**config.mk**
```make
export PLATFORM = sky130hd
export DESIGN_NAME = priority_mutex_wait_queue_top
export DESIGN_NICKNAME = d
export VERILOG_FILES = /design/src/rtl/pmwq_pkg.sv /design/src/rtl/pmwq_ctrl.sv /design/src/rtl/pmwq_dp.sv /design/src/rtl/priority_mutex_wait_queue_top.sv
export SDC_FILE = /design/constraint.sdc
export NUM_CORES = 1
export LEC_CHECK = 0
export BUFFER_PORTS_ARGS = -buffer_cell sky130_fd_sc_hd__buf_2
export CAP_MARGIN = 25
export CORE_MARGIN = 4
export CORE_UTILIZATION = 50
export CTS_CLUSTER_DIAMETER = 120
export CTS_CLUSTER_SIZE = 30
export DETAILED_ROUTE_END_ITERATION = 16
export PLACE_DENSITY = 0.73
export SYNTH_ARGS = -nofsm -noshare
export SYNTH_HDL_FRONTEND = slang
export SYNTH_SLANG_ARGS = --single-unit
```
**constraint.sdc**
```tcl
create_clock -name aclk -period 5.1 [get_ports aclk]
set_input_delay 0.51 -clock aclk [delete_from_list [all_inputs] [get_ports aclk]]
set_output_delay 0.51 -clock aclk [all_outputs]
set_load 0.1 [all_outputs]
```
**src/rtl/pmwq_pkg.sv**
```systemverilog
`timescale 1ns / 1ps
// Shared constants, codes and types of the priority mutex wait queue.
package pmwq_pkg;

    localparam int MAX_TASKS   = 16;
    localparam int PRIO_LEVELS = 256;
    localparam int QDEPTH      = MAX_TASKS - 1;

    localparam int TASK_W   = 4;
    localparam int PRIO_W   = 8;
    localparam int COUNT_W  = 4;
    localparam int STATUS_W = 3;

    // Task numbers wrap at MAX_TASKS, which is a power of two.
    localparam logic [TASK_W-1:0] TASK_MASK = TASK_W'(MAX_TASKS - 1);
    localparam logic [PRIO_W-1:0] PRIO_MAX  = PRIO_W'(PRIO_LEVELS - 1);
    localparam logic [COUNT_W-1:0] QFULL    = COUNT_W'(QDEPTH);

    typedef enum logic {
        CMD_WAIT = 1'b0,
        CMD_POST = 1'b1
    } cmd_t;

    typedef enum logic [STATUS_W-1:0] {
        ST_ACQUIRED  = 3'd0,
        ST_QUEUED    = 3'd1,
        ST_RELEASED  = 3'd2,
        ST_HANDED    = 3'd3,
        ST_NOT_OWNER = 3'd4,
        ST_FULL      = 3'd5
    } status_t;

    typedef enum logic {
        S_IDLE = 1'b0,
        S_EXEC = 1'b1
    } state_t;

    // Commands from the controller to the datapath.
    typedef struct packed {
        logic load_in;
        logic exec;
    } pmwq_cmd_t;

endpackage

```
**src/rtl/pmwq_ctrl.sv**
```systemverilog
`timescale 1ns / 1ps
// Controller state machine: input capture, execution slot and result valid.
module pmwq_ctrl (
    input  logic               aclk,
    input  logic               aresetn,
    input  logic               s_valid,
    output logic               s_ready,
    output logic               m_valid,
    input  logic               m_ready,
    output pmwq_pkg::pmwq_cmd_t cmd
);

    pmwq_pkg::state_t state_reg, state_next;
    logic             m_valid_reg, m_valid_next;

    always_ff @(posedge aclk) begin
        if (!aresetn) begin
            state_reg   <= pmwq_pkg::S_IDLE;
            m_valid_reg <= 1'b0;
        end else begin
            state_reg   <= state_next;
            m_valid_reg <= m_valid_next;
        end
    end

    always_comb begin
        state_next   = state_reg;
        m_valid_next = m_valid_reg;
        s_ready      = 1'b0;
        cmd.load_in  = 1'b0;
        cmd.exec     = 1'b0;
        if (m_valid_reg && m_ready) begin
            m_valid_next = 1'b0;
        end
        case (state_reg)
            pmwq_pkg::S_IDLE: begin
                s_ready = 1'b1;
                if (s_valid) begin
                    cmd.load_in = 1'b1;
                    state_next  = pmwq_pkg::S_EXEC;
                end
            end
            pmwq_pkg::S_EXEC: begin
                // Commit only when the output register is empty or is being taken this cycle.
                if (!m_valid_reg || m_ready) begin
                    cmd.exec     = 1'b1;
                    m_valid_next = 1'b1;
                    state_next   = pmwq_pkg::S_IDLE;
                end
            end
            default: begin
                state_next = pmwq_pkg::S_IDLE;
            end
        endcase
    end

    assign m_valid = m_valid_reg;

endmodule

```
**src/rtl/pmwq_dp.sv**
```systemverilog
`timescale 1ns / 1ps
// Datapath: owner registers, the insert and shift cell row of waiters, result register.
module pmwq_dp (
    input  logic                            aclk,
    input  logic                            aresetn,
    input  pmwq_pkg::pmwq_cmd_t             cmd,
    input  logic                            cfg_wr_en,
    input  logic                            cfg_wr_data,
    input  logic                            s_cmd,
    input  logic [pmwq_pkg::TASK_W-1:0]     s_task_req,
    input  logic [pmwq_pkg::PRIO_W-1:0]     s_prio,
    output logic [pmwq_pkg::STATUS_W-1:0]   m_status,
    output logic                            m_owner_valid,
    output logic [pmwq_pkg::TASK_W-1:0]     m_owner_task,
    output logic [pmwq_pkg::PRIO_W-1:0]     m_owner_prio,
    output logic                            m_boosted,
    output logic [pmwq_pkg::PRIO_W-1:0]     m_restored_prio,
    output logic [pmwq_pkg::COUNT_W-1:0]    m_waiting
);

    localparam int QD = pmwq_pkg::QDEPTH;
    localparam int TW = pmwq_pkg::TASK_W;
    localparam int PW = pmwq_pkg::PRIO_W;
    localparam int CW = pmwq_pkg::COUNT_W;

    // Captured request.
    pmwq_pkg::cmd_t cmd_in_reg;
    logic [TW-1:0]  task_in_reg;
    logic [PW-1:0]  prio_in_reg;

    logic inherit_reg;

    // Mutex state.
    logic          owned_reg, owned_next;
    logic [TW-1:0] holder_reg, holder_next;
    logic [PW-1:0] hprio_reg, hprio_next;
    logic [PW-1:0] horig_reg, horig_next;
    logic          hboost_reg, hboost_next;
    logic [CW-1:0] q_len_reg, q_len_next;

    // Waiter row; entries at or beyond q_len_reg are never read.
    logic [TW-1:0] q_task_reg [QD];
    logic [PW-1:0] q_prio_reg [QD];

    pmwq_pkg::status_t status_next;
    logic              boost_next;
    logic [PW-1:0]     restored_next;
    logic              do_insert, do_pop;
    logic [CW-1:0]     ins_pos, scan_pos;

    always_ff @(posedge aclk) begin
        if (cmd.load_in) begin
            cmd_in_reg  <= pmwq_pkg::cmd_t'(s_cmd);
            task_in_reg <= s_task_req & pmwq_pkg::TASK_MASK;
            prio_in_reg <= (s_prio > pmwq_pkg::PRIO_MAX) ? pmwq_pkg::PRIO_MAX : s_prio;
        end
    end

    always_ff @(posedge aclk) begin
        if (!aresetn) begin
            inherit_reg <= 1'b1;
        end else if (cfg_wr_en) begin
            inherit_reg <= cfg_wr_data;
        end
    end

    // First waiter that is strictly worse than the request, else the tail.
    always_comb begin
        scan_pos = q_len_reg;
        for (int i = QD - 1; i >= 0; i--) begin
            if ((CW'(i) < q_len_reg) && (q_prio_reg[i] > prio_in_reg)) begin
                scan_pos = CW'(i);
            end
        end
    end

    always_comb begin
        owned_next    = owned_reg;
        holder_next   = holder_reg;
        hprio_next    = hprio_reg;
        horig_next    = horig_reg;
        hboost_next   = hboost_reg;
        q_len_next    = q_len_reg;
        status_next   = pmwq_pkg::ST_NOT_OWNER;
        boost_next    = 1'b0;
        restored_next = '0;
        do_insert     = 1'b0;
        do_pop        = 1'b0;
        ins_pos       = scan_pos;
        if (cmd_in_reg == pmwq_pkg::CMD_WAIT) begin
            if (!owned_reg) begin
                owned_next  = 1'b1;
                holder_next = task_in_reg;
                hprio_next  = prio_in_reg;
                horig_next  = prio_in_reg;
                hboost_next = 1'b0;
                status_next = pmwq_pkg::ST_ACQUIRED;
            end else if (q_len_reg >= pmwq_pkg::QFULL) begin
                status_next = pmwq_pkg::ST_FULL;
            end else begin
                do_insert   = 1'b1;
                q_len_next  = q_len_reg + 1'b1;
                status_next = pmwq_pkg::ST_QUEUED;
                if (hprio_reg > prio_in_reg) begin
                    ins_pos = '0;
                    if (inherit_reg) begin
                        if (!hboost_reg) begin
                            horig_next  = hprio_reg;
                            hboost_next = 1'b1;
                        end
                        hprio_next = prio_in_reg;
                        boost_next = 1'b1;
                    end
                end
            end
        end else begin
            if (owned_reg && (holder_reg == task_in_reg)) begin
                restored_next = horig_reg;
                hboost_next   = 1'b0;
                if (q_len_reg == '0) begin
                    owned_next  = 1'b0;
                    holder_next = '0;
                    hprio_next  = '0;
                    horig_next  = '0;
                    status_next = pmwq_pkg::ST_RELEASED;
                end else begin
                    holder_next = q_task_reg[0];
                    hprio_next  = q_prio_reg[0];
                    horig_next  = q_prio_reg[0];
                    do_pop      = 1'b1;
                    q_len_next  = q_len_reg - 1'b1;
                    status_next = pmwq_pkg::ST_HANDED;
                end
            end
        end
    end

    always_ff @(posedge aclk) begin
        if (!aresetn) begin
            owned_reg  <= 1'b0;
            holder_reg <= '0;
            hprio_reg  <= '0;
            horig_reg  <= '0;
            hboost_reg <= 1'b0;
            q_len_reg  <= '0;
        end else if (cmd.exec) begin
            owned_reg  <= owned_next;
            holder_reg <= holder_next;
            hprio_reg  <= hprio_next;
            horig_reg  <= horig_next;
            hboost_reg <= hboost_next;
            q_len_reg  <= q_len_next;
        end
    end

    // Each cell keeps, takes the new request, or takes its neighbor.
    always_ff @(posedge aclk) begin
        for (int i = 0; i < QD; i++) begin
            if (cmd.exec && do_insert) begin
                if (CW'(i) == ins_pos) begin
                    q_task_reg[i] <= task_in_reg;
                    q_prio_reg[i] <= prio_in_reg;
                end else if ((CW'(i) > ins_pos) && (i > 0)) begin
                    q_task_reg[i] <= q_task_reg[(i > 0) ? i - 1 : 0];
                    q_prio_reg[i] <= q_prio_reg[(i > 0) ? i - 1 : 0];
                end
            end else if (cmd.exec && do_pop && (i < QD - 1)) begin
                q_task_reg[i] <= q_task_reg[(i < QD - 1) ? i + 1 : i];
                q_prio_reg[i] <= q_prio_reg[(i < QD - 1) ? i + 1 : i];
            end
        end
    end

    always_ff @(posedge aclk) begin
        if (cmd.exec) begin
            m_status        <= status_next;
            m_owner_valid   <= owned_next;
            m_owner_task    <= owned_next ? holder_next : '0;
            m_owner_prio    <= owned_next ? hprio_next : '0;
            m_boosted       <= boost_next;
            m_restored_prio <= restored_next;
            m_waiting       <= q_len_next;
        end
    end

    // A free mutex never has waiters.
    a_free_empty: assert property (@(posedge aclk) disable iff (!aresetn)
        !owned_reg |-> (q_len_reg == '0))
        else $error("waiters present while the mutex is free");

    // A boost is only in force while someone owns the mutex.
    a_boost_owned: assert property (@(posedge aclk) disable iff (!aresetn)
        hboost_reg |-> owned_reg)
        else $error("boost flag set without an owner");

    // A refused wait or post leaves the queue length alone.
    a_refused_stable: assert property (@(posedge aclk) disable iff (!aresetn)
        (cmd.exec && (status_next == pmwq_pkg::ST_FULL ||
                      status_next == pmwq_pkg::ST_NOT_OWNER))
        |=> (q_len_reg == $past(q_len_reg)))
        else $error("refused request changed the queue");

    // A queued wait grows the queue by exactly one.
    a_queued_grows: assert property (@(posedge aclk) disable iff (!aresetn)
        (cmd.exec && status_next == pmwq_pkg::ST_QUEUED)
        |=> (q_len_reg == $past(q_len_reg) + 1'b1))
        else $error("queued wait did not add one waiter");

endmodule

```
**src/rtl/priority_mutex_wait_queue_top.sv**
```systemverilog
`timescale 1ns / 1ps
// Top level of the priority mutex wait queue: controller and datapath.
//
//  Channel   Direction  Handshake               Word
//  s_        in         s_valid / s_ready       cmd, task_req, prio
//  m_        out        m_valid / m_ready       status, owner and queue snapshot
//  cfg_      in         cfg_wr_en (no wait)     inherit_enable
//
// Each word is first captured, then the mutex and the waiter row are updated and
// the result register is loaded. The row of 15 compare-and-shift cells does a
// whole insertion or removal within that update.
// A new word is taken while the previous result still waits in the output
// register; the update cycle stalls only until that register is taken.
// Reset (aresetn low, synchronous) frees the mutex, empties the queue and sets
// inheritance on; the waiter cells themselves are not cleared.
module priority_mutex_wait_queue_top (
    input  logic                            aclk,
    input  logic                            aresetn,
    input  logic                            cfg_wr_en,
    input  logic                            cfg_wr_data,
    input  logic                            s_valid,
    output logic                            s_ready,
    input  logic                            s_cmd,
    input  logic [pmwq_pkg::TASK_W-1:0]     s_task_req,
    input  logic [pmwq_pkg::PRIO_W-1:0]     s_prio,
    output logic                            m_valid,
    input  logic                            m_ready,
    output logic [pmwq_pkg::STATUS_W-1:0]   m_status,
    output logic                            m_owner_valid,
    output logic [pmwq_pkg::TASK_W-1:0]     m_owner_task,
    output logic [pmwq_pkg::PRIO_W-1:0]     m_owner_prio,
    output logic                            m_boosted,
    output logic [pmwq_pkg::PRIO_W-1:0]     m_restored_prio,
    output logic [pmwq_pkg::COUNT_W-1:0]    m_waiting
);

    // Commands from the state machine into the datapath.
    pmwq_pkg::pmwq_cmd_t ctrl_cmd;

    // The controller owns the handshakes and decides when a word commits.
    pmwq_ctrl u_ctrl (
        .aclk    (aclk),
        .aresetn (aresetn),
        .s_valid (s_valid),
        .s_ready (s_ready),
        .m_valid (m_valid),
        .m_ready (m_ready),
        .cmd     (ctrl_cmd)
    );

    // The datapath holds the owner, the waiter row and the result register.
    pmwq_dp u_dp (
        .aclk            (aclk),
        .aresetn         (aresetn),
        .cmd             (ctrl_cmd),
        .cfg_wr_en       (cfg_wr_en),
        .cfg_wr_data     (cfg_wr_data),
        .s_cmd           (s_cmd),
        .s_task_req      (s_task_req),
        .s_prio          (s_prio),
        .m_status        (m_status),
        .m_owner_valid   (m_owner_valid),
        .m_owner_task    (m_owner_task),
        .m_owner_prio    (m_owner_prio),
        .m_boosted       (m_boosted),
        .m_restored_prio (m_restored_prio),
        .m_waiting       (m_waiting)
    );

endmodule
```
==> After elaboration in Yosys (flattened, before gate mapping) <==
Memory sizes are Yosys's and may differ from the RTL's.
Cells that the tools add are included.
{ "totals": {"register_bits": 71, "mem_bits_rw": 180, "in_bits": 19, "output_inout_bits": 31, "elab_cells": 409, "n_memories": 2} }
{ "memory_table": {"columns": ["memory", "words", "word_bits", "rd", "rd_ports_with_merged_regs", "write_ports", "line_no", "rtl"], "rows": [
  ["u_dp.q_prio_reg", 15, 8, 15, 0, 15, "pmwq_dp.sv:43", "logic [PW-1:0] q_prio_reg [QD];"],
  ["u_dp.q_task_reg", 15, 4, 15, 0, 15, "pmwq_dp.sv:42", "logic [TW-1:0] q_task_reg [QD];"]
]} }
{ "classes": {"n_addsub": 2, "n_lt_le_gt_ge": 47, "eq_ne": 20, "muxes": 233, "bitwise_logic": 59, "n_reduce_logical": 27} }
{ "ops": {"columns": ["op", "count"], "rows": [
  ["$mux 8", 42],
  ["$mux 4", 56],
  ["$mux 1", 130],
  ["$gt 8x8->1", 16],
  ["$or 1x1->1", 56],
  ["$eq 4x4->1 const A", 7],
  ["$gt 4x4->1 const A", 7],
  ["$lt 4x4->1 const A", 7],
  ["$logic_and 1x1->1", 19],
  ["$eq 3x4->1 const A", 4],
  ["$gt 3x4->1 const A", 4],
  ["$lt 3x4->1 const A", 4],
  ["$mux 3", 4],
  ["$ne 3x2->1 const B", 3],
  ["$eq 2x4->1 const A", 2],
  ["$gt 2x4->1 const A", 2],
  ["$gt 8x8->1 const B", 1],
  ["$logic_not 4->1", 2],
  ["$lt 1x4->1 const A", 2],
  ["$lt 2x4->1 const A", 2],
  ["$reduce_and 6->1", 1],
  ["$reduce_and 5->1", 1],
  ["$add 4x1->4 const B", 1],
  ["$eq 1x4->1 const A", 1],
  ["other kinds (12)", 14]
]} }

==> Logic depth before layout (Yosys ltp) <==
An unclocked memory read counts as a cell.
{ "depth": {"word_depth": 29, "ltp_mapped": 14, "depth_no_buf": 12} }

==> Cells and area by module <==
A second synthesis with hierarchy kept.
{ "unflattened": {"cells_unflattened": 1443, "hier_area_um2": 15105.7} }
{ "by_module_without_submodules": {"columns": ["module", "n_inst", "cells_per_inst", "area_each_um2", "seq_area_each_um2"], "rows": [
  ["pmwq_dp", 1, 1434, 15003.1, 7206.9],
  ["pmwq_ctrl", 1, 9, 102.6, 40.0]
]} }

==> Worst setup path before layout <==
No wires, ideal clock.
{ "synth_timing": {"path_type": "reg-to-reg", "start": "register u_dp.prio_in_reg[1]", "end": "memory u_dp.q_prio_reg[8][0] (netlist bit), enable pin", "setup_time_ns": 0.425, "arrival_ns": 4.050, "path_slack_ns": 0.624, "path_stages_with_launch": 13, "path_buffers": 0, "synth_period_minus_slack_ns": 4.476, "cell_sequence": "edfxtp_1 -> inv_1 -> ha_1 -> nor2b_1 -> o211ai_1 -> a21o_1 -> a221oi_4 -> nor2_1 -> a211oi_2 -> a2111oi_4 -> nor2_1 -> nand2_1 -> o311ai_0"} }
{ "synth_lines": {"columns": ["element", "line_no", "rtl"], "rows": [
  ["start, declared", "pmwq_dp.sv:29", "logic [PW-1:0] prio_in_reg;"],
  ["start signal, assigned", "pmwq_dp.sv:55", "prio_in_reg <= (s_prio > pmwq_pkg::PRIO_MAX) ? pmwq_pkg::PRIO_MAX : s_prio;"],
  ["end, declared", "pmwq_dp.sv:43", null]
]} }

==> reports/metrics.yaml <==
drv_slew: 0
async_flop_share_pct: 0
drive_gt1_share_pct: 11.0
hold_buffers: 0
syn-cell-area_sq_um: 15700
die_x_microns: 185
rsz0062_at_grt: "no"
fmax_mhz: 221
fill_cells: 2702
synth_top_cells_by_area: "edfxtp_1 42%, ha_1 10%, mux2i_1 4.8%"
finalSetupViolCount: 0
ys.flop_type: "edfxtp_1"
synth_most_common_cell: "edfxtp_1"
first_global_vias: 12244
gr-total-overflow: 0
p_per_area_nw_per_um2: 248
die_height_microns: 185
worst_pin_slew_ns: 1.14
final_area_sq_um: 16900
hold_path_end: "u_dp.task_in_reg[0]"
start_kind: "flop"
ant_nets: 0
crit_required_ns: 5.35
hp-class: "in -> reg"
initial_core_util_pct: 51.0
viasPerCell: 6.43
grt_pass1_wl_microns: 72700
reg2reg_from: "u_dp.prio_in_reg[0]"
crit_type: "reg -> reg"
tritoncts: "built"
multi_input_area_sq_um: 7900
avgSynthCellArea_sq_um: 10.0
status: "complete, no violations"
post-cts-setup-buffers: 0
finalNonFillerCells: 1993
clock_skew_ns: 0.0283
gp_congestion: 0.973
ff2ff_path_depth: 11
reg2reg_to: "u_dp.q_task_reg[6][3]"
critPathMaxFanout: 21
tns_ns: 0
worst_ep_arrival_time_ns: 4.79
via_count: 12816
drt_wl_total_microns: 47100
post-route-min-period_ns: 4.53
end_kind: "flop"
synth_top_cell_area_share_pct: 42.4
firstDrtPassIters: 6
maxCapViolations: 0
die_area_sq_um: 34400
largest_register_ff_count: 120
postPlaceCellArea_sq_um: 16600
insertion_delay_ns: 0.52
hpwl_microns: 34000
wl_per_cell_microns: 23.6
area_growth_pct: 7.67
htree_levels: 1
synth_area_leader_cell: "edfxtp_1"
slew_headroom_pct: 24.1
synth_edf_count: 222
ys_top_cells_by_count: "222 x edfxtp_1, 198 x nor2_1, 168 x nand2_1"
whs_ns: 0.168
r2r_slack_ns: 0.57
synth_cell_types: 79
cts.clk_slew.worst_paths_ns: 0.12
rows: 64
cts_resized: 0
final-hold-violation-count: 0
seqCellArea_sq_um: 7250
grt_start_max_net_pins: 170
syn_inst: 1566
drc: 0
utilization_pct: 54.9
yosys_warnings: 0
yosys_register_bits: 251
coreArea_sq_um: 30800
io_pins: 50
yosysSeqAreaShare_pct: 46.1
fin_crit_sh_pct: 88.9
cts_buffer_depth: 3
ir_drop_mv: 0.315
antenna_cells: 0
worst_slack_ns: 0.567
cts.sinks: 251
fin_nets: 1741
p_total_mw: 4.20
preCtsSetupSlack_ns: 0.654
drt_iter0_drc: 1611
hp-start: "s_task_req[0]"
io_buffers: 49
grt_antenna_before_repair: 1
leakage_nw: 6.68
grt.total_usage_pct: 27.2
cts_buffers: 12
hold_path_depth: 1
synth_nets: 1716
root_buffer: "clkbuf_16"
post-place-cells: 1972
==> metal layers <==
| metal | GRT usage [%] | wire (microns) | vias up |
|---|---|---|---|
| li1 | - | - | 5919 |
| met1 | 37.8 | 19700 | 6207 |
| met2 | 43.0 | 21700 | 595 |
| met3 | 5.09 | 3950 | 93 |
| met4 | 9.10 | 1780 | 2 |
| met5 | 0 | 13 | - |
==> layout make-up <==
| class | instances | area share (%) |
|---|---|---|
| clock buffers | 18 | 2.03 |
| clock inverters | 2 | 0.148 |
| inverters | 50 | 1.11 |
| multi-input cells | 1167 | 46.6 |
| flip-flops and latches | 251 | 42.8 |
| well taps | 396 | 2.92 |
| repair buffers | 109 | 4.40 |
==> worst max path at each step <==
stage | start | end | slack (ns) | depth (start not counted)
6_report | u_dp.prio_in_reg[0] | u_dp.q_task_reg[6][3] | 0.57 | 11
5_1_grt | u_dp.prio_in_reg[5] | u_dp.q_task_reg[6][3] | 0.34 | 12
4_1_cts | u_dp.prio_in_reg[5] | u_dp.q_task_reg[6][3] | 0.65 | 12
3_5_place_dp | u_dp.prio_in_reg[5] | u_dp.q_task_reg[6][3] | 0.65 | 12
3_3_place_gp | u_dp.prio_in_reg[5] | u_dp.q_prio_reg[6][3] | 0.73 | 12
2_1_floorplan | u_dp.prio_in_reg[1] | u_dp.q_prio_reg[8][0] | 0.62 | 12
==> critical path: stages, from the launching register on <==
cell      delay, ns
edfxtp_1       1.12
ha_1           0.29
nor2b_1        0.05
o211ai_1       0.18
a21oi_1        0.13
o21ai_1        0.30
o311ai_2       0.23
a311oi_4       0.61
and3b_1        0.30
nor2_2         0.65
nor2_1         0.11
a221o_1        0.28
==> logic make-up (layout without fill, tap and decap cells) <==
group / count (synthesis) / count (layout) / synth area share (%)
AO/OA/AOI/OAI: 437 / 437 / 19.1
XOR/XNOR: 5 / 5 / 0.278
adder cells (fa/ha/maj): 131 / 131 / 10.4
buffers and inverters: 148 / 179 / 3.98
flip-flops: 251 / 251 / 46.1
multiplexers: 87 / 87 / 5.63
AND/OR/NAND/NOR: 507 / 507 / 14.5
==> placed cells by master (no fill, tap or decap), drive strengths merged, types with 17 or more instances in the layout <==
cell and n:
edfxtp 222, nor2 199, nand2 168, a21oi 138, ha 131, buf 109, o21ai 100, mux2i 75
inv 50, a221o 35, a211oi 34, nor2b 33, dfxtp 29, nand4 25, nor3 23, a31oi 20
clkbuf 18, nand3 17, and3 17
==> report_power, final <==
group	switching, mW	total, mW	internal, mW	leakage [nW]
Clock	0.682	1.17	0.487	0.177
Combinational	0.457	0.683	0.226	4.23
Sequential	0.0457	2.35	2.31	2.27
Total	1.18	4.20	3.02	6.68
(Power assumes the default switching activity.)
